<file path="src/design/gtsd_pkg.sv">
// ----------------------------------------------------------------------------
// gtsd_pkg
// Shared types, constants and helpers for the GPS time sync / drift block.
// ----------------------------------------------------------------------------
`default_nettype none

package gtsd_pkg;

    // Width of the running time arithmetic (date seconds, base, difference).
    localparam int TIME_WIDTH = 32;

    // Calendar constants
    localparam logic [11:0] EPOCH_YEAR    = 12'd1970;
    localparam logic [9:0]  LEAPS_1969    = 10'd477;   // y/4 - y/100 + y/400 at 1969
    localparam logic [8:0]  DAYS_PER_YEAR = 9'd365;
    localparam logic [16:0] SEC_PER_DAY   = 17'd86400;
    localparam logic [11:0] SEC_PER_HOUR  = 12'd3600;
    localparam logic [5:0]  SEC_PER_MIN   = 6'd60;
    localparam logic [6:0]  YEARS_PER_CENT = 7'd100;

    // Drift scaling: ms per day, Q.8 output
    localparam logic [26:0] MS_PER_DAY  = 27'd86400000;
    localparam int          DRIFT_FRAC  = 8;

    // Reciprocal constants for division by 100 (12-bit input) and 1000 (32-bit input)
    localparam logic [12:0] RECIP_100        = 13'd5243;
    localparam int          RECIP_100_SHIFT  = 19;
    localparam logic [28:0] RECIP_1000       = 29'h10624DD3;
    localparam int          RECIP_1000_SHIFT = 38;

    // Bit-serial divider geometry: 33 quotient bits, numerator split hi/lo
    localparam int DIV_STEPS = 33;
    localparam int DIV_HI_W  = 34;
    localparam int DIV_CNT_W = 6;

    // Saturation bounds of the Q23.8 drift and the 32-bit error
    localparam logic [31:0] POS_MAX = 32'h7FFF_FFFF;
    localparam logic [31:0] NEG_MAG = 32'h8000_0000;

    typedef struct packed {
        logic [11:0] year;
        logic [3:0]  month;
        logic [4:0]  day;
        logic [4:0]  hour;
        logic [5:0]  minute;
        logic [5:0]  second;
        logic [31:0] now_ms;
    } item_t;

    typedef struct packed {
        logic [31:0]        epoch_seconds;
        logic signed [31:0] sync_error;
        logic signed [31:0] drift_per_day;
        logic               first_sync;
    } result_t;

    typedef enum logic [3:0] {
        S_IDLE,
        S_CAL,
        S_DAYS,
        S_SECS,
        S_ELAP,
        S_ERR,
        S_MUL,
        S_DSTART,
        S_DWAIT,
        S_OUT
    } state_t;

    typedef struct packed {
        logic                 start;
        logic [DIV_HI_W-1:0]  num_hi;
        logic [DIV_STEPS-1:0] num_lo;
        logic [31:0]          den;
    } div_req_t;

    typedef struct packed {
        logic                 done;
        logic                 ovf;
        logic [DIV_STEPS-1:0] quo;
    } div_rsp_t;

    // floor(y / 100) for a 12-bit year, exact over the full 12-bit range
    function automatic logic [5:0] div100(input logic [11:0] y);
        logic [24:0] p;
        p = 25'(y) * 25'(RECIP_100);
        return p[RECIP_100_SHIFT +: 6];
    endfunction

    // Days in the months before the given one; codes past December count the year
    function automatic logic [8:0] cum_days(input logic [3:0] m);
        logic [8:0] d;
        unique case (m)
            4'd0:  d = 9'd0;
            4'd1:  d = 9'd0;
            4'd2:  d = 9'd31;
            4'd3:  d = 9'd59;
            4'd4:  d = 9'd90;
            4'd5:  d = 9'd120;
            4'd6:  d = 9'd151;
            4'd7:  d = 9'd181;
            4'd8:  d = 9'd212;
            4'd9:  d = 9'd243;
            4'd10: d = 9'd273;
            4'd11: d = 9'd304;
            4'd12: d = 9'd334;
            4'd13: d = 9'd365;
            4'd14: d = 9'd365;
            4'd15: d = 9'd365;
        endcase
        return d;
    endfunction

endpackage

`default_nettype wire

</file>
<file path="src/design/gtsd_div.sv">
// ----------------------------------------------------------------------------
// gtsd_div
// Bit-serial restoring divider, one quotient bit per cycle, overflow flagged.
// ----------------------------------------------------------------------------
`default_nettype none

module gtsd_div (
    input  logic               aclk,
    input  logic               aresetn,
    input  gtsd_pkg::div_req_t req,
    output gtsd_pkg::div_rsp_t rsp
);
    import gtsd_pkg::*;

    logic                 busy_reg;
    logic                 done_reg;
    logic                 ovf_reg;
    logic [DIV_CNT_W-1:0] cnt_reg;
    logic [31:0]          rem_reg;
    logic [DIV_STEPS-1:0] sh_reg;   // numerator bits out the top, quotient bits in the bottom
    logic [31:0]          den_reg;

    logic [32:0] trial;
    logic [32:0] trial_sub;
    logic        ge;

    assign trial     = {rem_reg, sh_reg[DIV_STEPS-1]};
    assign ge        = trial >= {1'b0, den_reg};
    assign trial_sub = trial - {1'b0, den_reg};

    always_ff @(posedge aclk) begin
        if (!aresetn) begin
            busy_reg <= 1'b0;
            done_reg <= 1'b0;
            cnt_reg  <= '0;
        end else begin
            done_reg <= 1'b0;
            if (req.start) begin
                busy_reg <= 1'b1;
                cnt_reg  <= '0;
            end else if (busy_reg) begin
                cnt_reg <= cnt_reg + 1'b1;
                if (cnt_reg == DIV_CNT_W'(DIV_STEPS - 1)) begin
                    busy_reg <= 1'b0;
                    done_reg <= 1'b1;
                end
            end
        end
    end

    always_ff @(posedge aclk) begin
        if (req.start) begin
            rem_reg <= req.num_hi[31:0];
            sh_reg  <= req.num_lo;
            den_reg <= req.den;
            // quotient would not fit in DIV_STEPS bits
            ovf_reg <= req.num_hi >= DIV_HI_W'(req.den);
        end else if (busy_reg) begin
            rem_reg <= ge ? trial_sub[31:0] : trial[31:0];
            sh_reg  <= {sh_reg[DIV_STEPS-2:0], ge};
        end
    end

    assign rsp.done = done_reg;
    assign rsp.ovf  = ovf_reg;
    assign rsp.quo  = sh_reg;

endmodule

`default_nettype wire

</file>
<file path="src/design/gps_time_sync_drift.sv">
// ----------------------------------------------------------------------------
// gps_time_sync_drift: GPS date to epoch seconds, clock error and drift per day
// One beat in flight: a new beat is taken only after the last one has left the
// OUT step, which waits while a full output register cannot drain. The base beat
// and beats with zero elapsed time skip the drift path; all others also run the
// 33-step bit-serial divider. Synchronous active-low reset clears the sync
// state, error and drift to zero and empties the output.
// ----------------------------------------------------------------------------
`default_nettype none

module gps_time_sync_drift (
    input  logic              aclk,
    input  logic              aresetn,
    input  logic              s_valid,
    output logic              s_ready,
    input  gtsd_pkg::item_t   s_data,
    output logic              m_valid,
    input  logic              m_ready,
    output gtsd_pkg::result_t m_data
);
    import gtsd_pkg::*;

    // ------------------------------------------------------------------
    // Sequencer
    // ------------------------------------------------------------------
    state_t state_reg;
    state_t state_next;

    logic s_accept;
    logic out_free;
    logic div_start;

    div_req_t div_req;
    div_rsp_t div_rsp;

    // Working registers for the beat in flight
    item_t                 in_reg;
    logic [5:0]            yq1_reg;     // (year-1)/100
    logic [5:0]            yq_reg;      // year/100
    logic [16:0]           hms_reg;     // hour/min/sec in seconds
    logic [TIME_WIDTH-1:0] days_reg;
    logic [TIME_WIDTH-1:0] gps_reg;
    logic [31:0]           elapsed_reg;
    logic [22:0]           esec_reg;    // elapsed / 1000
    logic                  neg_reg;
    logic [31:0]           mag_reg;
    logic [58:0]           prod_reg;    // |error| * ms per day
    logic                  first_reg;

    // Sync state
    logic                  synced_reg;
    logic [31:0]           base_ms_reg;
    logic [TIME_WIDTH-1:0] base_sec_reg;
    logic [31:0]           last_error_reg;
    logic [31:0]           last_drift_reg;

    // Output register
    logic    m_valid_reg;
    result_t m_data_reg;

    // Input is taken only between beats; a finished result may still sit in
    // the output register, it is the OUT step that waits for room.
    assign s_ready  = (state_reg == S_IDLE);
    assign s_accept = s_valid && s_ready;
    assign out_free = !m_valid_reg || m_ready;

    always_ff @(posedge aclk) begin
        if (!aresetn) begin
            state_reg <= S_IDLE;
        end else begin
            state_reg <= state_next;
        end
    end

    always_comb begin
        state_next = state_reg;
        div_start  = 1'b0;
        unique case (state_reg)
            S_IDLE: begin
                if (s_accept) begin
                    state_next = S_CAL;
                end
            end
            S_CAL:  state_next = S_DAYS;
            S_DAYS: state_next = S_SECS;
            S_SECS: state_next = S_ELAP;
            S_ELAP: state_next = S_ERR;
            S_ERR: begin
                // base beat and zero elapsed time have no drift to work out
                if (!synced_reg || elapsed_reg == '0) begin
                    state_next = S_OUT;
                end else begin
                    state_next = S_MUL;
                end
            end
            S_MUL: state_next = S_DSTART;
            S_DSTART: begin
                div_start  = 1'b1;
                state_next = S_DWAIT;
            end
            S_DWAIT: begin
                if (div_rsp.done) begin
                    state_next = S_OUT;
                end
            end
            S_OUT: begin
                if (out_free) begin
                    state_next = S_IDLE;
                end
            end
            default: state_next = S_IDLE;
        endcase
    end

    // ------------------------------------------------------------------
    // Calendar: year quotients and time of day
    // ------------------------------------------------------------------
    logic [11:0] year_m1;
    logic [16:0] hms_next;

    assign year_m1  = in_reg.year - 12'd1;
    assign hms_next = 17'(in_reg.hour) * 17'(SEC_PER_HOUR)
                    + 17'(in_reg.minute) * 17'(SEC_PER_MIN)
                    + 17'(in_reg.second);

    // ------------------------------------------------------------------
    // Day count: whole years past 1970, months, day of month
    // ------------------------------------------------------------------
    logic                  year_past;
    logic [11:0]           year_off;
    logic [TIME_WIDTH-1:0] leaps;
    logic [TIME_WIDTH-1:0] days_years;
    logic                  cent_year;
    logic                  is_leap;
    logic                  leap_add;
    logic [TIME_WIDTH-1:0] days_next;

    assign year_past  = in_reg.year > EPOCH_YEAR;
    assign year_off   = in_reg.year - EPOCH_YEAR;
    assign leaps      = TIME_WIDTH'(year_m1[11:2]) - TIME_WIDTH'(yq1_reg)
                      + TIME_WIDTH'(yq1_reg[5:2]);
    assign days_years = year_past
                      ? TIME_WIDTH'(year_off) * TIME_WIDTH'(DAYS_PER_YEAR) + leaps
                        - TIME_WIDTH'(LEAPS_1969)
                      : '0;
    // Gregorian rule: every 4th year, centuries only when divisible by 400
    assign cent_year  = in_reg.year == 12'(12'(yq_reg) * 12'(YEARS_PER_CENT));
    assign is_leap    = (in_reg.year[1:0] == 2'd0) && (!cent_year || yq_reg[1:0] == 2'd0);
    // Feb 29 counts once February lies behind us (codes past December included)
    assign leap_add   = is_leap && (in_reg.month > 4'd2);
    // day 0 falls one day before the 1st and can wrap below the epoch
    assign days_next  = days_years + TIME_WIDTH'(cum_days(in_reg.month))
                      + TIME_WIDTH'(leap_add) + TIME_WIDTH'(in_reg.day) - TIME_WIDTH'(1);

    // ------------------------------------------------------------------
    // Seconds, elapsed time, error
    // ------------------------------------------------------------------
    logic [TIME_WIDTH-1:0] gps_next;
    logic [60:0]           esec_prod;
    logic [TIME_WIDTH-1:0] internal_sec;
    logic [TIME_WIDTH-1:0] diff;
    logic                  diff_neg;
    logic [TIME_WIDTH-1:0] diff_mag;
    logic [31:0]           mag_sat;
    logic [31:0]           error_next;

    assign gps_next     = TIME_WIDTH'(days_reg * TIME_WIDTH'(SEC_PER_DAY))
                        + TIME_WIDTH'(hms_reg);
    // exact floor(x/1000) for any 32-bit x
    assign esec_prod    = 61'(elapsed_reg) * 61'(RECIP_1000);
    assign internal_sec = base_sec_reg + TIME_WIDTH'(esec_reg);
    assign diff         = gps_reg - internal_sec;
    assign diff_neg     = diff[TIME_WIDTH-1];
    assign diff_mag     = diff_neg ? (~diff + TIME_WIDTH'(1)) : diff;

    always_comb begin
        if (!diff_neg && diff_mag > TIME_WIDTH'(POS_MAX)) begin
            mag_sat = POS_MAX;
        end else if (diff_neg && diff_mag > TIME_WIDTH'(NEG_MAG)) begin
            mag_sat = NEG_MAG;
        end else begin
            mag_sat = diff_mag[31:0];
        end
    end

    assign error_next = diff_neg ? (32'd0 - mag_sat) : mag_sat;

    // ------------------------------------------------------------------
    // Drift: |error| * 86400000 * 256 / elapsed through the serial divider.
    // The divider returns 33 quotient bits and flags anything larger.
    // ------------------------------------------------------------------
    logic [66:0] drift_num;
    logic [31:0] drift_mag;
    logic [31:0] drift_next;

    assign drift_num      = {prod_reg, DRIFT_FRAC'(0)};
    assign div_req.start  = div_start;
    assign div_req.num_hi = drift_num[66:DIV_STEPS];
    assign div_req.num_lo = drift_num[DIV_STEPS-1:0];
    assign div_req.den    = elapsed_reg;

    gtsd_div u_div (
        .aclk    (aclk),
        .aresetn (aresetn),
        .req     (div_req),
        .rsp     (div_rsp)
    );

    always_comb begin
        if (!neg_reg) begin
            if (div_rsp.ovf || div_rsp.quo > DIV_STEPS'(POS_MAX)) begin
                drift_mag = POS_MAX;
            end else begin
                drift_mag = div_rsp.quo[31:0];
            end
        end else begin
            if (div_rsp.ovf || div_rsp.quo > DIV_STEPS'(NEG_MAG)) begin
                drift_mag = NEG_MAG;
            end else begin
                drift_mag = div_rsp.quo[31:0];
            end
        end
    end

    assign drift_next = neg_reg ? (32'd0 - drift_mag) : drift_mag;

    // ------------------------------------------------------------------
    // Working registers (payload, no reset)
    // ------------------------------------------------------------------
    always_ff @(posedge aclk) begin
        if (s_accept) begin
            in_reg <= s_data;
        end
        if (state_reg == S_CAL) begin
            yq1_reg <= div100(year_m1);
            yq_reg  <= div100(in_reg.year);
            hms_reg <= hms_next;
        end
        if (state_reg == S_DAYS) begin
            days_reg <= days_next;
        end
        if (state_reg == S_SECS) begin
            gps_reg     <= gps_next;
            elapsed_reg <= in_reg.now_ms - base_ms_reg;
        end
        if (state_reg == S_ELAP) begin
            esec_reg <= esec_prod[RECIP_1000_SHIFT +: 23];
        end
        if (state_reg == S_ERR) begin
            neg_reg   <= diff_neg;
            mag_reg   <= mag_sat;
            first_reg <= !synced_reg;
        end
        if (state_reg == S_MUL) begin
            prod_reg <= 59'(mag_reg) * 59'(MS_PER_DAY);
        end
    end

    // ------------------------------------------------------------------
    // Sync state: base on the first beat, error and drift after that
    // ------------------------------------------------------------------
    always_ff @(posedge aclk) begin
        if (!aresetn) begin
            synced_reg     <= 1'b0;
            base_ms_reg    <= '0;
            base_sec_reg   <= '0;
            last_error_reg <= '0;
            last_drift_reg <= '0;
        end else begin
            if (state_reg == S_ERR) begin
                if (!synced_reg) begin
                    synced_reg   <= 1'b1;
                    base_ms_reg  <= in_reg.now_ms;
                    base_sec_reg <= gps_reg;
                end else begin
                    last_error_reg <= error_next;
                end
            end
            if (state_reg == S_DWAIT && div_rsp.done) begin
                last_drift_reg <= drift_next;
            end
        end
    end

    // ------------------------------------------------------------------
    // Output register
    // ------------------------------------------------------------------
    always_ff @(posedge aclk) begin
        if (!aresetn) begin
            m_valid_reg <= 1'b0;
        end else if (state_reg == S_OUT && out_free) begin
            m_valid_reg <= 1'b1;
        end else if (m_ready) begin
            m_valid_reg <= 1'b0;
        end
    end

    always_ff @(posedge aclk) begin
        if (state_reg == S_OUT && out_free) begin
            m_data_reg.epoch_seconds <= gps_reg[31:0];
            m_data_reg.sync_error    <= last_error_reg;
            m_data_reg.drift_per_day <= last_drift_reg;
            m_data_reg.first_sync    <= first_reg;
        end
    end

    assign m_valid = m_valid_reg;
    assign m_data  = m_data_reg;

`ifndef SYNTHESIS
    // one beat at a time: no second accept right after the first
    a_one_beat: assert property (@(posedge aclk) disable iff (!aresetn)
        s_accept |=> !s_ready)
        else $error("input accepted while a beat is in flight");

    // divider only runs for a synced beat with nonzero elapsed time
    a_div_guard: assert property (@(posedge aclk) disable iff (!aresetn)
        (state_reg == S_DWAIT) |-> (synced_reg && elapsed_reg != '0))
        else $error("drift division without base or with zero elapsed time");

    // divider completion is only seen while the sequencer waits for it
    a_div_done: assert property (@(posedge aclk) disable iff (!aresetn)
        div_rsp.done |-> (state_reg == S_DWAIT))
        else $error("divider finished outside the wait step");
`endif

endmodule

`default_nettype wire
</file>
<file path="config.mk">
export PLATFORM = sky130hd
export DESIGN_NAME = gps_time_sync_drift
export DESIGN_NICKNAME = d
export VERILOG_FILES = /design/src/design/gtsd_pkg.sv /design/src/design/gtsd_div.sv /design/src/design/gps_time_sync_drift.sv
export SDC_FILE = /design/constraint.sdc
export NUM_CORES = 2
export LEC_CHECK = 0
export BUFFER_PORTS_ARGS = -buffer_cell sky130_fd_sc_hd__buf_2
export CAP_MARGIN = 15
export CORE_MARGIN = 1
export CORE_UTILIZATION = 40
export DETAILED_ROUTE_END_ITERATION = 10
export GPL_TIMING_DRIVEN = 0
export PLACE_DENSITY = 0.54
export SYNTH_ARGS = -nofsm -noshare
export SYNTH_HDL_FRONTEND = slang
export SYNTH_SLANG_ARGS = --single-unit
</file>
<file path="constraint.sdc">
create_clock -name aclk -period 15 [get_ports aclk]
set_input_delay 0.75 -clock aclk [delete_from_list [all_inputs] [get_ports aclk]]
set_output_delay 0.75 -clock aclk [all_outputs]
set_load 0.03 [all_outputs]
</file>
### Word-level counts from Yosys, hierarchy flattened

Memory sizes are Yosys's and may differ from the RTL's. A register that Yosys moved wholly into a read port is not among the register bits.
Index checks and enable logic that the tools add are counted.

* register bits after elaboration: 638
* ROM bits: 144
* input bits: 74
* memories kept: 1

Memories
* (name not given): words 16, width 9, rd ports 1, clocked after memory_dff 1, write ports 0, line gtsd_pkg.sv:93 `unique case (m)`

* add/sub/neg operators: 21
* multipliers: 9
* order comparisons: 8
* equality and inequality tests: 14
* mux-type cells: 27
* bitwise operators: 4
* reduce and logical (&&, ||, !) cells: 27

Operators with widths (count)
* 32-bit two-way mux: 12
* 32-bit subtractor: 3
* 33-bit two-way mux: 2
* 1-bit by 32-bit subtractor with 32-bit output (first input constant): 2
* 32-bit by 29-bit multiplier with 61-bit output (second input constant): 1
* 12-bit by 13-bit multiplier with 25-bit output (second input constant): 2
* 32-bit by 17-bit multiplier with 49-bit output (second input constant): 1
* 4-bit one-hot mux with 10 select lines: 1
* 34-bit by 32-bit >= comparator with 1-bit output: 1
* 33-bit by 32-bit >= comparator with 1-bit output: 1
* 33-bit by 31-bit greater-than comparator with 1-bit output (second input constant): 1
* 33-bit by 32-bit greater-than comparator with 1-bit output (second input constant): 1
* 32-bit by 1-bit adder with 32-bit output: 1
* 32-bit by 1-bit adder with 32-bit output (second input constant): 1
* 32-bit by 17-bit adder with 32-bit output: 1
* 32-bit by 23-bit adder with 32-bit output: 1
* 32-bit by 5-bit adder with 32-bit output: 1
* 32-bit by 9-bit adder with 32-bit output: 1
* 32-bit by 31-bit greater-than comparator with 1-bit output (second input constant): 1
* 32-bit greater-than comparator (second input constant): 1
* 32-bit logical NOT: 1
* 32-bit by 10-bit multiplier with 25-bit output (second input constant): 1
* 32-bit inverter: 1
* 32-bit by 1-bit subtractor with 32-bit output (second input constant): 1
* 36 further kinds: 70

### Longest topological paths before layout

* depth after elaboration: 11
* depth in mapped cells: 45
* mapped depth without buffers: 44

### By module

From an unflattened synthesis, not the netlist that was laid out.

* cell total of the unflattened synthesis: 7137
* area total of the unflattened synthesis: 71513.6 µm²

Modules (own cells, without submodules)
* gps_time_sync_drift: times used 1, cells each 6471, area an instance 64325.4 µm²
* gtsd_div: times used 1, cells each 666, area an instance 7188.1 µm²

### Worst setup path before layout

Ideal clock, no wire load.

* path kind: reg-to-reg
* start point: register in_reg[60] (netlist name)
* end point: register days_reg[24] (data pin)
* arrival: 8.645 ns
* data required time: 14.738 ns
* setup slack: 6.093 ns
* cell stages (with the launch flop): 44
* buffers on the path: 1
* period minus slack after synthesis: 8.907 ns
* cell sequence: edfxtp_1 -> clkbuf_1 -> inv_1 -> ha_1 -> inv_1 -> a21oi_1 -> o21ai_0 -> xnor2_1 -> ha_1 -> xor2_1 -> ha_1 -> inv_1 -> fa_1 -> fa_1 -> inv_1 -> ha_1 -> a21oi_1 -> o21ai_0 -> [... 8 more ...] -> ha_1 -> inv_1 -> ha_1 -> ha_1 -> and3_1 -> nand3_1 -> and3_1 -> a211o_1 -> xnor2_1 -> xnor2_1 -> nand2_1 -> ha_1 -> or2_2 -> a21oi_1 -> a31oi_1 -> a21o_1 -> a21oi_1 -> xor2_1

* word-level cells in the longest chain between the ends: 10
* elaborated cells between the ends (all ways): 18
* those cells by class: 10 x add/sub; 1 x mul; 1 x order compare; 1 x eq/ne; 1 x mux; 4 x reduce/logical

Ends and longest elaborated chain
* from (decl): line gps_time_sync_drift.sv:37 `item_t in_reg;`
* from (signal assigned): line gps_time_sync_drift.sv:232 `in_reg <= s_data;`
* branches (longest 7 deep; another with 32-bit by 9-bit adder with 32-bit output)
* 32-bit by 1-bit adder with 32-bit output (*): line gps_time_sync_drift.sv:153 `+ TIME_WIDTH'(leap_add) + TIME_WIDTH'(in_reg.day) - TIME_WIDTH'(1);`
* 32-bit by 5-bit adder with 32-bit output (*): line gps_time_sync_drift.sv:153
* 32-bit by 1-bit subtractor with 32-bit output (*): line gps_time_sync_drift.sv:153
* named net days_next[24]: line gps_time_sync_drift.sv:136 `logic [TIME_WIDTH-1:0] days_next;`
* to (signal assigned): line gps_time_sync_drift.sv:240 `days_reg <= days_next;`
* to (decl): line gps_time_sync_drift.sv:41 `logic [TIME_WIDTH-1:0] days_reg;`

Mark *: on every way through the listed nets, which the timed path passes.
A chain may end at the register's enable or synchronous reset.

### Worst setup path after layout

* start point: register in_reg[60] (netlist name)
* end point: register days_reg[23] (data pin)

The elaborated chain is that of the path after synthesis.

==> impl_metrics.toml <==
[place]
gp_congestion = 0.891
dp_hpwl_mm = 147
port-buffer-count = 171
dp_worst_setup_slack_ns = 4.83
dpl_cell_area_um2 = 74700

[synthesis]
synth_area_um2 = 70500
ys_types = 99
avgSynthCellArea_um2 = 9.97
syn_inst = 7079
yosys_warnings = 0
syn_nets = 9101
synth-seq-cells = 640
synth_edf_count = 481
ys.flop_type = "edfxtp_1"
seq_area_frac_synth_pct = 25.0
async_flop_share_pct = 0

[timing]
hold_viol_final = 0
fin_ws_ns = 4.81
max_slew.worst_pin.slew_ns = 1.15
setup-violations-final = 0
timing.fmax_mhz = 98.1
period_share_pct = 67.9
max_slew_margin_pct = 22.6
drv_slew = 0
hold_ws_ns = 0.214
tns_ns = 0
fin_skew_ns = 0.0357
rsz0062_at_grt = "false"
period_minus_slack_ns = 10.19

[global_route]
use_met2_pct = 36.0
grt_overflow = 0
grt_pass1_vias = 50900
use_met3_pct = 2.35
busiest_layer = "met2"
grt_max_degree = 60
grt_pass1_wl_mm = 281
antenna_found_initial = 1
met1_usage_pct = 25.5
grt_usage_pct = 20.1

[min_path]
hp-class = "input port to register"
whs_path_depth = 1

[run]
drv_cap = 0

[clock_tree]
ctsHoldBuffers = 0
cts_buffers = 80
cts_buffer_depth = 3
cts_tree = "built"
clk_latency_ns = 0.71
cts_sinks = 640
post_cts_buffers = 0
cts-resized-gates = 0
clk_pin_slew_ns = 0.06
root_buffer = "clkbuf_16"
ctsHtreeMaxLevel = 3

[setup_path]
rr_worst_depth = 41
worst_ep_required_time_ns = 15.45
path_common_cell = "ha_1"
start_kind = "register"
crit_path_max_incr_delay_ns = 0.55
crit_slowest_cell = "fa_1"
cp.depth = 41
critPathBufInv = 6
crit_fanout = 7
cpLargestDelayFamily = "adder cells"
worstPathArrival_ns = 10.64
worstSetupPathType = "register to register"
cp-end-kind = "register"

[cells_and_area]
fill_cells = 17000
area_delta_synth_final_pct = 9.61
drive_above_1_share_pct = 5.48
layout_common_cells = "inv_1 (1549), ha_1 (1237), fa_1 (711), edfxtp_1 (481), nand2_1 (402)"
n_antenna_cell = 0
nets = 9377
layout.cells.most_common = "inv_1"
largest_reg_flops = 97
fin_area_um2 = 77300

[floorplan]
die_height_um = 422
initial_core_util_pct = 40.4
die-area_um2 = 178000
io_pins = 173
dieWidth_um = 422
rows = 153
core-area_um2 = 175000

[routing]
dr.pass1.iters = 8
route.detailed.drc = 0
drt_iter0_markers = 2195
vias = 48700
wl_per_cell_um = 18.1
ant_nets = 0
wl_mm = 176
vias_per_cell = 4.99

[status]
outcome = "finished clean"
-- synthesized netlist by cell type (16+ instances only) --
master        n  area share (%)
a21oi_1     382             2.7
xor2_1      110             1.4
nand2b_1     37            0.33
edfxtp_1    481              20
o2111ai_1    24            0.30
a31oi_1      36            0.32
nand3_1     122            0.87
o21bai_1     47            0.50
or3_1        38            0.34
nor2b_1      46            0.41
and2_1       28            0.25
a211oi_1     32            0.34
a211o_1      16            0.20
xnor2_1     256             3.2
a21boi_0     21            0.22
nand2_1     403             2.1
nor4_1       29            0.26
fa_1        711              20
ha_1       1237              22
dfxtp_1     159             4.5
o211ai_1     20            0.21
clkbuf_1    108            0.57
inv_1      1550             8.2
nand4_1      34            0.30
nor2_1      337             1.8
or2_2        22            0.20
o21a_1       47            0.50
and3_1       38            0.34
o21ai_0     183             1.3
mux2i_1      47            0.67
nor3_1      119            0.84
a21o_1      112             1.2
o31ai_1      18            0.19
-- routing by layer --
metal / vias to the layer above / share of wire (%)
li1: 24100 / -
met5: - / 0
met3: 211 / 3.0
met1: 23700 / 44
met2: 669 / 50
met4: 0 / 2.4
-- kinds of logic (layout without fill, tap and decap cells) --
| group | after synthesis | in the layout | synth area share (%) |
|---|---|---|---|
| fa+ha+maj | 1948 | 1948 | 42.1 |
| buf+inv | 1676 | 2019 | 8.96 |
| simple gates | 1320 | 1320 | 8.88 |
| compound gates | 1074 | 1074 | 9.71 |
| flops | 640 | 640 | 25.0 |
| xor+xnor | 367 | 367 | 4.57 |
| mux | 54 | 54 | 0.779 |
-- final cells by class --
class | instances | area, um2 | area share, %
well taps | 2325 | 2910 | 3.76
clock buffers | 101 | 2160 | 2.80
flip-flops and latches | 640 | 17600 | 22.8
multi-input cells | 4763 | 46700 | 60.3
clock inverters | 48 | 443 | 0.573
repair buffers | 194 | 1200 | 1.55
plain buffers | 121 | 485 | 0.628
inverters | 1555 | 5840 | 7.55
-- worst register-to-register path: cells and delay by family, from the launching register on --
family | cells | cell delay (ns)
adders and majority gates | 11 | 3.81
DFF | 1 | 0.50
AOI/OAI and AO/OA | 14 | 3.24
and+or+nand+nor | 5 | 0.72
xor gates and xnor gates | 5 | 0.80
buffers and inverters | 6 | 0.88
-- per-stage QoR --
stage,instances,util [%]
6_report,9747,44.3
3_3_place_gp,9575,42.6
2_1_floorplan,7079,-
5_1_grt,9747,44.3
3_5_place_dp,9598,42.8
4_1_cts,9747,44.3
-- final timing paths --
kind | startpoint | endpoint | slack [ns]
max | in_reg[60] | days_reg[23] | 4.81
min | s_data[50] | in_reg[50] | 0.21
max reg2reg | in_reg[60] | days_reg[23] | 4.81
min reg2reg | hms_reg[2] | gps_reg[2] | 0.40
Power is left out: the tool's default activity adds up to more than one toggle a clock period on the data nets, which glitch-free logic cannot reach.
